### config.mk
export PLATFORM = sky130hd
export DESIGN_NAME = bpr_front
export DESIGN_NICKNAME = d
export VERILOG_FILES = /design/src/rtl/bpr_pkg.sv /design/src/rtl/bpr_front.sv
export SDC_FILE = /design/constraint.sdc
export NUM_CORES = 1
export LEC_CHECK = 0
export ABC_CLOCK_PERIOD_IN_PS = 7400
export BUFFER_PORTS_ARGS = -buffer_cell sky130_fd_sc_hd__buf_2
export CORE_ASPECT_RATIO = 0.75
export CORE_MARGIN = 10
export CORE_UTILIZATION = 55
export CTS_BUF_LIST = sky130_fd_sc_hd__clkbuf_4 sky130_fd_sc_hd__clkbuf_8
export DETAILED_ROUTE_END_ITERATION = 8
export HOLD_SLACK_MARGIN = 0.08
export PLACE_DENSITY_LB_ADDON = 0.3
export SETUP_SLACK_MARGIN = 0.02
export SKIP_LAST_GASP = 1
export SLEW_MARGIN = 20
export SYNTH_ARGS = -nofsm -noshare
export SYNTH_HDL_FRONTEND = slang
export SYNTH_SLANG_ARGS = --single-unit
### constraint.sdc
create_clock -name aclk -period 7.4 [get_ports aclk]
set_clock_uncertainty 0.15 [all_clocks]
set_input_delay 0.74 -clock aclk [delete_from_list [all_inputs] [get_ports aclk]]
set_output_delay 0.74 -clock aclk [all_outputs]
set_load 0.01 [all_outputs]
### src/rtl/bpr_pkg.sv
// ----------------------------------------------------------------------------
// Binomial pyramid reduce package
// Shared pixel types, register indexes, reset values and the binomial
// filter functions used by both the horizontal and the vertical pass.
// ----------------------------------------------------------------------------
package bpr_pkg;

    localparam int BPR_MAX_WIDTH = 2048;

    localparam int BPR_CFG_INDEX_W = 2;
    localparam int BPR_CFG_DATA_W  = 12;
    localparam int BPR_ROW_W       = 12;

    localparam logic [BPR_CFG_INDEX_W-1:0] CFG_RADIUS = 2'd0;
    localparam logic [BPR_CFG_INDEX_W-1:0] CFG_WIDTH  = 2'd1;
    localparam logic [BPR_CFG_INDEX_W-1:0] CFG_HEIGHT = 2'd2;

    localparam int BPR_RADIUS_RESET = 2;
    localparam int BPR_WIDTH_RESET  = 640;
    localparam int BPR_HEIGHT_RESET = 480;
    localparam int BPR_MIN_SIZE     = 5;

    typedef logic [23:0] pix_t;

    typedef struct packed {
        pix_t       hval;
        logic [1:0] row_slot;
        logic       wr_en;
        logic       emit;
        logic       row_end;
        logic       frame_end;
    } bpr_item_t;

    // Taps 1,2,1 with a floor shift by two, per 8-bit channel.
    function automatic pix_t blend3(input pix_t a, input pix_t b, input pix_t c);
        pix_t       res;
        logic [9:0] s;
        res = '0;
        for (int ch = 0; ch < 3; ch++) begin
            s = 10'(a[ch*8 +: 8]) + (10'(b[ch*8 +: 8]) << 1) + 10'(c[ch*8 +: 8]);
            res[ch*8 +: 8] = s[9:2];
        end
        return res;
    endfunction

    // Taps 1,4,6,4,1 with a floor shift by four, per 8-bit channel.
    function automatic pix_t blend5(input pix_t a, input pix_t b, input pix_t c,
                                    input pix_t d, input pix_t e);
        pix_t        res;
        logic [11:0] s;
        res = '0;
        for (int ch = 0; ch < 3; ch++) begin
            s = 12'(a[ch*8 +: 8]) + (12'(b[ch*8 +: 8]) << 2)
              + (12'(c[ch*8 +: 8]) << 2) + (12'(c[ch*8 +: 8]) << 1)
              + (12'(d[ch*8 +: 8]) << 2) + 12'(e[ch*8 +: 8]);
            res[ch*8 +: 8] = s[11:4];
        end
        return res;
    endfunction

endpackage

### src/rtl/bpr_front.sv
// ----------------------------------------------------------------------------
// Binomial pyramid reduce, input stage
// Raster counters, the horizontal pixel window and the horizontal filter.
// Each accepted pixel is registered together with its line store address
// and its output flags; the line store read is issued at the same edge.
// ----------------------------------------------------------------------------
module bpr_front import bpr_pkg::*; #(
    parameter int MAX_WIDTH = BPR_MAX_WIDTH
) (
    input  logic                             aclk,
    input  logic                             aresetn,
    input  logic                             s_valid,
    output logic                             s_ready,
    input  logic [7:0]                       s_red_in,
    input  logic [7:0]                       s_green_in,
    input  logic [7:0]                       s_blue_in,
    input  logic                             cfg_restart,
    input  logic                             cfg_rad2,
    input  logic [$clog2(MAX_WIDTH+1)-1:0]   cfg_width,
    input  logic [BPR_ROW_W-1:0]             cfg_height,
    output logic                             rd_en,
    output logic [$clog2(MAX_WIDTH)-1:0]     rd_addr,
    output logic                             s1_valid,
    output bpr_item_t                        s1_item,
    output logic [$clog2(MAX_WIDTH)-1:0]     s1_addr,
    input  logic                             s1_advance
);

    localparam int AW = $clog2(MAX_WIDTH);
    localparam int WW = $clog2(MAX_WIDTH + 1);

    logic [AW-1:0]        col_reg, col_next;
    logic [BPR_ROW_W-1:0] row_reg, row_next;
    logic                 s1_valid_reg, s1_valid_next;
    bpr_item_t            s1_item_reg, item_next;
    logic [AW-1:0]        s1_addr_reg;
    pix_t                 win_reg [4];
    pix_t                 cur;
    logic                 accept;
    logic [AW-1:0]        span_c, rad_c;
    logic [BPR_ROW_W-1:0] span_r;
    logic                 hpass, vpass;
    logic [WW:0]          col_inc;
    logic [BPR_ROW_W:0]   row_inc;

    assign cur    = {s_blue_in, s_green_in, s_red_in};
    assign s_ready = !s1_valid_reg || s1_advance;
    assign accept = s_valid && s_ready;

    assign span_c = cfg_rad2 ? AW'(4) : AW'(2);
    assign rad_c  = cfg_rad2 ? AW'(2) : AW'(1);
    assign span_r = cfg_rad2 ? BPR_ROW_W'(4) : BPR_ROW_W'(2);

    assign hpass   = col_reg >= span_c;
    assign vpass   = row_reg >= span_r;
    assign rd_en   = accept;
    assign rd_addr = col_reg - rad_c;

    assign col_inc = (WW+1)'(col_reg) + (WW+1)'(1);
    assign row_inc = (BPR_ROW_W+1)'(row_reg) + (BPR_ROW_W+1)'(1);

    always_comb begin
        item_next.hval      = cfg_rad2 ? blend5(win_reg[3], win_reg[2], win_reg[1],
                                                win_reg[0], cur)
                                       : blend3(win_reg[1], win_reg[0], cur);
        item_next.row_slot  = row_reg[1:0];
        item_next.wr_en     = hpass;
        item_next.emit      = hpass && vpass && !col_reg[0] && !row_reg[0];
        item_next.row_end   = (col_inc + (WW+1)'(1)) >= {1'b0, cfg_width};
        item_next.frame_end = item_next.row_end
                           && ((row_inc + (BPR_ROW_W+1)'(1)) >= {1'b0, cfg_height});
    end

    always_comb begin
        col_next = col_reg;
        row_next = row_reg;
        if (cfg_restart) begin
            col_next = '0;
            row_next = '0;
        end else if (accept) begin
            if (col_inc >= {1'b0, cfg_width}) begin
                col_next = '0;
                if (row_inc >= {1'b0, cfg_height}) begin
                    row_next = '0;
                end else begin
                    row_next = row_inc[BPR_ROW_W-1:0];
                end
            end else begin
                col_next = col_inc[AW-1:0];
            end
        end
    end

    always_comb begin
        s1_valid_next = s1_valid_reg;
        if (accept) begin
            s1_valid_next = 1'b1;
        end else if (s1_advance) begin
            s1_valid_next = 1'b0;
        end
    end

    always_ff @(posedge aclk) begin
        if (!aresetn) begin
            col_reg      <= '0;
            row_reg      <= '0;
            s1_valid_reg <= 1'b0;
        end else begin
            col_reg      <= col_next;
            row_reg      <= row_next;
            s1_valid_reg <= s1_valid_next;
        end
    end

    always_ff @(posedge aclk) begin
        if (accept) begin
            win_reg[3]  <= win_reg[2];
            win_reg[2]  <= win_reg[1];
            win_reg[1]  <= win_reg[0];
            win_reg[0]  <= cur;
            s1_item_reg <= item_next;
            s1_addr_reg <= rd_addr;
        end
    end

    assign s1_valid = s1_valid_reg;
    assign s1_item  = s1_item_reg;
    assign s1_addr  = s1_addr_reg;

endmodule

==> Word-level counts from Yosys, hierarchy flattened <==
Memory sizes are Yosys's and may differ from the RTL's.
Cells that the tools add are included.
{ "totals": {"in_bits": 54, "ramBits": 96, "wordCells": 66, "reg_bits": 65, "output_inout_bits": 55, "n_memories": 1} }
{ "mem_list": {"columns": ["name", "words", "word_bits", "rd", "rd_ports_with_merged_regs", "wr", "line_no", "rtl"], "rows": [
  ["win_reg", 4, 24, 4, 0, 4, "bpr_front.sv:37", "pix_t win_reg [4];"]
]} }
{ "op_classes": {"addsub": 26, "n_lt_le_gt_ge": 6, "n_bitwise": 1, "reduce_logical": 12, "mux": 10} }
{ "ops": {"columns": ["operator", "n"], "rows": [
  ["13-bit by 12-bit greater-or-equal comparator with 1-bit output", 3],
  ["11-bit by 10-bit adder with 12-bit output", 3],
  ["12-bit by 10-bit adder with 12-bit output", 3],
  ["12-bit by 8-bit adder with 12-bit output", 3],
  ["12-bit by 9-bit adder with 12-bit output", 3],
  ["8-bit by 10-bit adder with 11-bit output", 3],
  ["10-bit by 8-bit adder with 10-bit output", 3],
  ["8-bit by 9-bit adder with 10-bit output", 3],
  ["12-bit by 1-bit adder with 13-bit output (second input constant)", 2],
  ["24-bit two-way mux", 1],
  ["13-bit by 1-bit adder with 13-bit output (second input constant)", 1],
  ["11-bit by 1-bit adder with 12-bit output (second input constant)", 1],
  ["12-bit greater-or-equal comparator", 1],
  ["12-bit by 3-bit greater-or-equal comparator with 1-bit output", 1],
  ["12-bit two-way mux", 1],
  ["11-bit by 3-bit greater-or-equal comparator with 1-bit output", 1],
  ["11-bit two-way mux", 1],
  ["11-bit by 2-bit subtractor with 11-bit output", 1],
  ["3-bit two-way mux", 2],
  ["1-bit logical AND", 5],
  ["1-bit two-way mux", 4],
  ["1-bit logical NOT", 3],
  ["2-bit two-way mux", 1],
  ["2-bit AND reduction", 1],
  ["other kinds (4)", 4]
]} }

==> Logic depth before layout (Yosys ltp) <==
Gate-level depths: netlist (run 1).
An unclocked memory read counts as a cell.
{ "logic_depth": {"ltp_word": 7, "mapped_depth": 15} }

==> Worst setup path before layout (run 1) <==
No wires, ideal clock.
{ "synth_path": {"path_type": "input-to-reg", "startpoint": "input port s1_advance", "endpoint": "register col_reg[7]", "arrival_ns": 5.790, "setup_slack_ns": 1.323, "stages": 7, "setup_ns": 0.137, "n_path_buf": 1, "required_time_ns": 7.113, "cell_sequence": "nand2b_1 nand2_1 inv_1 clkbuf_1 and3_1 o21ai_0 o21ai_0"} }
{ "synth_via": {"elab_chain_len": 2} }
{ "synth_rtl": {"columns": ["element", "line_no", "rtl"], "rows": [
  ["start, declared", "bpr_front.sv:26", "input logic s1_advance"],
  ["1-bit logical OR", "bpr_front.sv:47", "assign s_ready = !s1_valid_reg || s1_advance;"],
  ["1-bit logical AND", "bpr_front.sv:48", "assign accept = s_valid && s_ready;"],
  ["via rd_en", "bpr_front.sv:21", "output logic rd_en,"],
  ["end signal, assigned", "bpr_front.sv:109", "col_reg <= col_next;"],
  ["end, declared", "bpr_front.sv:32", "logic [AW-1:0] col_reg, col_next;"]
]} }
The timed path passes the listed nets, and every way through them passes these cells.
A chain may end at the register's enable or synchronous reset.

==> Worst setup path in the final report (run 1) <==
{ "layout_path": {"startpoint": "input port cfg_rad2", "endpoint": "output port rd_addr[7]"} }
{ "layout_via": {"elab_chain_len": 2} }
{ "layout_rtl": {"columns": ["element", "line_no", "rtl"], "rows": [
  ["start, declared", "bpr_front.sv:18", "input logic cfg_rad2,"],
  ["2-bit two-way mux", "bpr_front.sv:51", "assign rad_c = cfg_rad2 ? AW'(2) : AW'(1);"],
  ["11-bit by 2-bit subtractor with 11-bit output", "bpr_front.sv:57", "assign rd_addr = col_reg - rad_c;"],
  ["end, declared", "bpr_front.sv:22", "output logic [$clog2(MAX_WIDTH)-1:0] rd_addr,"]
]} }
Every way passes these cells.

==> results of run 1 <==
-- worst reg2reg max path, stage by stage, from the launching register on --
cell	delay, ps
edfxtp_1	480
inv_1	130
fa_1	490
inv_1	50
fa_1	530
inv_1	60
fa_1	530
nand3b_1	150
nor3b_1	90
fa_1	410
a21o_1	190
a21oi_1	200
o21ai_0	160
o41ai_1	320
xnor2_1	100
a2bb2oi_1	130
-- synth_stat cells (5+ instances only) --
| cell type | n | area, sq um |
|---|---|---|
| fa_1 | 112 | 2240 |
| and3_1 | 6 | 37.5 |
| nor4_1 | 8 | 50.1 |
| inv_1 | 264 | 991 |
| o211ai_1 | 6 | 45.0 |
| o32ai_1 | 10 | 87.6 |
| o21ai_0 | 48 | 240 |
| xor2_1 | 30 | 263 |
| nor2b_1 | 7 | 43.8 |
| nand4_1 | 11 | 68.8 |
| o22ai_1 | 5 | 31.3 |
| nor3b_1 | 8 | 60.1 |
| dfxtp_1 | 24 | 480 |
| nand3b_1 | 8 | 60.1 |
| ha_1 | 110 | 1380 |
| buf_2 | 7 | 35.0 |
| a211oi_1 | 8 | 60.1 |
| a21o_1 | 11 | 82.6 |
| nand3_1 | 29 | 145 |
| nor3_1 | 19 | 95.1 |
| a22oi_1 | 7 | 52.6 |
| a31oi_1 | 5 | 31.3 |
| o21a_1 | 10 | 75.1 |
| xnor2_1 | 31 | 272 |
| a21oi_1 | 41 | 205 |
| o31ai_1 | 10 | 75.1 |
| nand2b_1 | 14 | 87.6 |
| nor2_1 | 52 | 195 |
| edfxtp_1 | 137 | 4110 |
| nand2_1 | 54 | 203 |
| clkbuf_1 | 16 | 60.1 |
-- layer usage --
| metal | up-vias | track usage, % | wire length, microns |
|---|---|---|---|
| met5 | - | 0 | 0 |
| met4 | 0 | 4.56 | 308 |
| met3 | 22 | 3.87 | 1380 |
| met2 | 183 | 27.7 | 11600 |
| met1 | 4193 | 26.9 | 13100 |
| li1 | 4147 | - | - |
-- final timing paths --
kind / from / end / slack, ps
worst min-delay path: win_reg[2][20] / win_reg[3][20] / 310
worst max register to register: win_reg[1][2] / s1_item[13] / 2970
worst min register to register: win_reg[2][20] / win_reg[3][20] / 310
worst max-delay path: cfg_rad2 / rd_addr[7] / 2760
-- stage by stage --
step	cell area, sq um	power (mW)	hold slack, ps	cells	setup slack, ps
after floorplan	12400	2.20	276	1173	1320
final	13600	3.21	305	1584	2760
after global placement	13200	2.51	281	1551	2710
after global routing	13600	3.48	308	1584	2440
after CTS	13600	3.24	305	1583	2730
after detailed placement	13200	2.55	284	1551	2610
-- cells by family after synthesis --
logic type | after synthesis | share of synthesized area [%]
buffers and inverters | 291 | 8.98
AND/OR/NAND/NOR | 248 | 10.6
adder cells (fa/ha/maj) | 222 | 29.1
AO/OA/AOI/OAI | 188 | 9.85
flip-flops | 161 | 37.0
XOR/XNOR | 61 | 4.30
multiplexers | 2 | 0.171
-- power by group through the flow --
stage | clock network [mW] | logic [mW] | registers [mW]
6_report | 0.685 | 1.36 | 1.17
5_1_grt | 0.735 | 1.57 | 1.18
4_1_cts | 0.702 | 1.37 | 1.17
3_5_place_dp | 0 | 1.36 | 1.19
3_3_place_gp | 0 | 1.32 | 1.19
2_1_floorplan | 0 | 0.993 | 1.20
-- final cells by class --
type                       count  area, sq um
fill                        1883         8470
multi-input combinational    721         6710
sequential                   161         4590
inverter                     265         1000
timing repair buffer         110          556
tap                          294          368
clock buffer                  18          241
clock inverter                14          164
antenna                        1         2.50
==> impl_metrics.py, run 1 <==
metrics = {
    "run_status": {
        "status": "finished clean",
    },
    "worst_setup_path": {
        "crit_type": "in2out",
        "arrival_ps": 3750,
        "startpoint_type": "input port",
        "path_buf_inv": 3,
        "timing.critical_path.cells": "buf_2 -> inv_1 -> ha_1 -> nor2_1 -> nor3_1 -> nand2b_1 -> nor4_1 -> xor2_1 -> buf_2",
        "cpPeakStageDelay_ps": 680,
        "cpMostUsedCell": "buf_2",
        "cpMaxStageDelayCell": "inv_1",
        "ff2ff_path_depth": 15,
        "cp_top_family": "buffers and inverters",
        "cp.depth": 9,
        "cp_max_fo": 39,
        "cp-end-kind": "output pin",
        "cp_data_required_time_ps": 6510,
    },
    "cts": {
        "cts_hold_buf": 0,
        "cts.clk_slew.worst_paths_ps": 80,
        "clk_latency_ps": 480,
        "clkSinkCount": 161,
        "cts_made_buffers": 17,
        "h-tree-depth": 4,
        "post_cts_resized": 0,
        "clockRootBuffer": "clkbuf_8",
        "cts_setup_buffers": 0,
        "cts_buffer_depth": 2,
        "tritoncts": "built",
    },
    "synth": {
        "syn-instance-count": 1173,
        "synth_edf_count": 137,
        "ys.flop_type": "edfxtp_1",
        "ys_seq_area_share_pct": 37.0,
        "syn-num-nets": 1449,
        "ys_seq_elements": 161,
        "syn_area_sq_um": 12400,
        "synth_cell_types": 67,
        "yosys_warnings": 0,
        "synthArstFlopShare_pct": 0,
        "syn_avg_cell_area_sq_um": 10.6,
    },
    "finish": {
        "nNetsFinal": 1552,
        "final_common_cell": "inv_1",
        "final_util_pct": 61.7,
        "drive_above_1_share_pct": 12.2,
        "largest_reg_flops": 96,
        "area_growth_pct": 9.78,
        "most-common-layout-cells": "inv_1 (263), edfxtp_1 (137), fa_1 (112)",
    },
    "timing": {
        "final_hold_viol_count": 0,
        "fmax_ghz": 0.215,
        "tightest_slew_ps": 1100,
        "fin_setup_tns_ps": 0,
        "slew_headroom_pct": 26.4,
        "setup_violations": 0,
        "slew_violations": 0,
        "min_period_over_period_pct": 62.7,
        "rsz0062_at_grt": "false",
        "period_minus_slack_ps": 4640,
    },
    "global_routing": {
        "grt_pass1_vias": 8505,
        "grt_max_degree": 76,
        "track_usage_pct": 18.5,
        "overflow": 0,
        "grt_antenna_before_repair": 1,
        "grt_pass1_wl_mm": 43.6,
    },
    "drt": {
        "drt-initial-drc-count": 601,
        "ant_nets": 0,
        "drcViolationCount": 0,
        "vias": 8545,
        "drt_wl_total_mm": 26.5,
        "via_per_inst": 5.39,
        "wl_per_cell_microns": 16.7,
        "first_pass_iters": 5,
    },
    "pwr": {
        "pwr-share-clk_pct": 21.3,
        "power.switching_mw": 1.18,
        "peakVddDrop_v": 0.000177,
        "netSwitchingFraction_pct": 36.7,
        "combinationalPowerShare_pct": 42.4,
        "seq_power_share_pct": 36.3,
        "cellLeakagePower_nw": 6.31,
        "p_int_mw": 2.04,
        "p_per_area_nw_per_um2": 236,
    },
    "floorplan": {
        "ios": 109,
        "initial_core_util_pct": 56.2,
        "core_sq_um": 22100,
        "fp.dieH_microns": 150,
        "design.die.area_sq_um": 29100,
        "rows": 47,
        "die_width_microns": 194,
    },
    "hold_path": {
        "hold_path_depth": 0,
        "hp-class": "reg2reg",
    },
    "placed_design": {
        "gp_congestion": 0.869,
        "io_buffers": 108,
        "hpwl_mm": 20.8,
    },
    "run": {
        "maxCapViolCount": 0,
    },
}
(Power assumes the default switching activity.)
==> run 2: changes to the inputs <==
--- a/config.mk
+++ b/config.mk
@@ -5,7 +5,7 @@
 export SDC_FILE = /design/constraint.sdc
 export NUM_CORES = 1
 export LEC_CHECK = 0
-export ABC_CLOCK_PERIOD_IN_PS = 7400
+export ABC_CLOCK_PERIOD_IN_PS = 3800
 export BUFFER_PORTS_ARGS = -buffer_cell sky130_fd_sc_hd__buf_2
 export CORE_ASPECT_RATIO = 0.75
 export CORE_MARGIN = 10
==> constraint.sdc (replaced) <==
create_clock -name aclk -period 3.8 [get_ports aclk]
set_clock_uncertainty 0.15 [all_clocks]
set_input_delay 0.38 -clock aclk [delete_from_list [all_inputs] [get_ports aclk]]
set_output_delay 0.38 -clock aclk [all_outputs]
set_load 0.01 [all_outputs]
==> impl_metrics.py, run 2 (synthesized netlist as in run 1, its figures left out) <==
metrics = {
    "finish": {
        "area_growth_pct": 19.7,
        "nFillCells": 1786,
        "largest_reg_flops": 96,
        "nNetsFinal": 1677,
        "final_common_cell": "inv_1",
        "stdcell_area_sq_um": 14900,
        "most-common-layout-cells": "inv_1 (239), edfxtp_1 (137), buf_2 (108)",
        "drive_above_1_share_pct": 23.3,
        "final_util_pct": 67.2,
    },
    "worst_setup_path": {
        "crit_path_end": "s1_item[13]",
        "cp_max_fo": 2,
        "path_buf_inv": 3,
        "timing.critical_path.cells": "inv_1 -> fa_1 -> inv_1 -> fa_1 -> inv_2 -> fa_1 -> nand3b_1 -> nor3b_2 -> fa_2 -> a21o_1 -> a21oi_2 -> o21ai_2 -> o41ai_2 -> xnor2_1 -> a2bb2oi_1",
        "arrival_ps": 4020,
        "crit_type": "reg2reg",
        "regToRegSetupSlack_ps": -170,
        "cp_data_required_time_ps": 3850,
        "r2r-end": "s1_item[13]",
        "startpoint_type": "flip-flop",
        "crit_start": "win_reg[3][3]",
        "cpPeakStageDelay_ps": 550,
        "cp_top_family": "adder cells",
        "cp-end-kind": "flip-flop",
        "cp.depth": 15,
        "cpMostUsedCell": "fa_1",
        "ff2ff_path_depth": 15,
        "worstReg2RegStart": "win_reg[3][3]",
        "cpMaxStageDelayCell": "fa_1",
    },
    "timing": {
        "min_period_over_period_pct": 104,
        "fmax_ghz": 0.252,
        "final_hold_viol_count": 0,
        "rsz0062_at_grt": "true",
        "fin_setup_tns_ps": -429,
        "setup_slack_ps": -169,
        "setup_violations": 4,
        "slew_headroom_pct": 35.1,
        "slew_violations": 0,
        "tightest_slew_ps": 973,
        "period_minus_slack_ps": 3970,
    },
    "global_routing": {
        "track_usage_pct": 19.3,
        "grt_pass1_vias": 9363,
        "overflow": 0,
        "grt_max_degree": 148,
        "grt_antenna_before_repair": 2,
        "grt_pass1_wl_mm": 46.0,
    },
    "pwr": {
        "power.total_mw": 6.96,
        "p_int_mw": 4.33,
        "cellLeakagePower_nw": 6.88,
        "p_per_area_nw_per_um2": 468,
        "peakVddDrop_v": 0.000288,
        "power.switching_mw": 2.63,
        "pwr-share-clk_pct": 16.5,
        "seq_power_share_pct": 32.5,
        "combinationalPowerShare_pct": 51.0,
        "netSwitchingFraction_pct": 37.8,
    },
    "cts": {
        "cts_made_buffers": 17,
        "h-tree-depth": 4,
        "cts_buffer_depth": 2,
        "cts.clk_slew.worst_paths_ps": 90,
        "clkSinkCount": 161,
        "clockRootBuffer": "clkbuf_8",
        "clk_latency_ps": 450,
        "tritoncts": "built",
    },
    "placed_design": {
        "io_buffers": 108,
        "dpl_cell_area_sq_um": 13900,
        "pre_cts_ws_ps": -345,
        "hpwl_mm": 21.2,
        "gp_congestion": 0.866,
    },
    "drt": {
        "wl_met2_mm": 12.9,
        "drt-initial-drc-count": 543,
        "wl_per_cell_microns": 16.2,
        "ant_nets": 0,
        "via_per_inst": 5.32,
        "first_pass_iters": 5,
        "drcViolationCount": 0,
        "vias": 9084,
        "drt-met1-wl_mm": 13.1,
        "dr_wl_met3_mm": 1.28,
        "drt_wl_total_mm": 27.7,
        "dr.max_layer_used": "met5",
    },
    "run": {
        "maxCapViolCount": 0,
    },
    "floorplan": {
        "rows": 47,
        "fp.dieH_microns": 150,
        "ios": 109,
        "design.die.area_sq_um": 29100,
        "initial_core_util_pct": 56.2,
        "core_sq_um": 22100,
        "die_width_microns": 194,
    },
    "hold_path": {
        "hold_path_depth": 2,
        "hp-class": "in2reg",
    },
    "run_status": {
        "violations": "negative setup slack",
        "status": "finished with violations",
    },
}
[run 2: cell types whose count changed in the layout (fill, tap and decap cells not counted), moves of 8 or more]
cell / delta
a21oi_2: +9
inv_1: -24
ha_4: +8
dlygate4sd3_1: +24
inv_2: +24
o21ai_0: -9
buf_4: +99
a21oi_1: -9
ha_1: -11
[run 2: final cells by class]
cell class	count	area [sq um]	share of cell area, %
antenna	1	2.50	0.0168
clock buffer	17	234	1.57
clock inverter	15	111	0.749
inverter	265	1000	6.72
multi-input combinational	721	6990	47.0
sequential	161	4600	30.9
tap	294	368	2.47
timing repair buffer	235	1570	10.6
[run 2: worst min-delay path by stage]
stage / to / from
floorplan: win_reg[3][0] / win_reg[2][0]
global placement: win_reg[3][1] / win_reg[2][1]
detailed placement: win_reg[3][4] / win_reg[2][4]
CTS: win_reg[0][20] / s_blue_in[4]
global route: win_reg[0][20] / s_blue_in[4]
finish: win_reg[0][20] / s_blue_in[4]
[run 2: metrics by stage]
step / hold WS, ps / cells
final: 126 / 1709
after detailed placement: 284 / 1631
after floorplan: 276 / 1173
after global placement: 282 / 1631
after global routing: 103 / 1709
after CTS: 90.7 / 1700
[run 2: power by group through the flow]
stage          Clock, mW  Combinational, mW  Sequential (mW)
5_1_grt             1.25               3.98             2.28
3_5_place_dp           0               2.93             2.30
2_1_floorplan          0               2.00             2.34
3_3_place_gp           0               2.84             2.30
4_1_cts             1.19               3.20             2.26
6_report            1.15               3.55             2.26
[run 2: layer usage]
layer	up-vias	track usage, %
met4	2	4.29
met1	4458	26.9
li1	4402	-
met2	200	30.9
met5	-	0
met3	22	3.67
[run 2: what timing repair did]
action / CTS / global route
endpoints found under the hold margin: 23 / 0
buffers inserted: 13 / 8
hold buffers: 24 / 0
pin swaps: 34 / 33
setup endpoints to repair: 12 / 18
gates resized for setup: 20 / 49
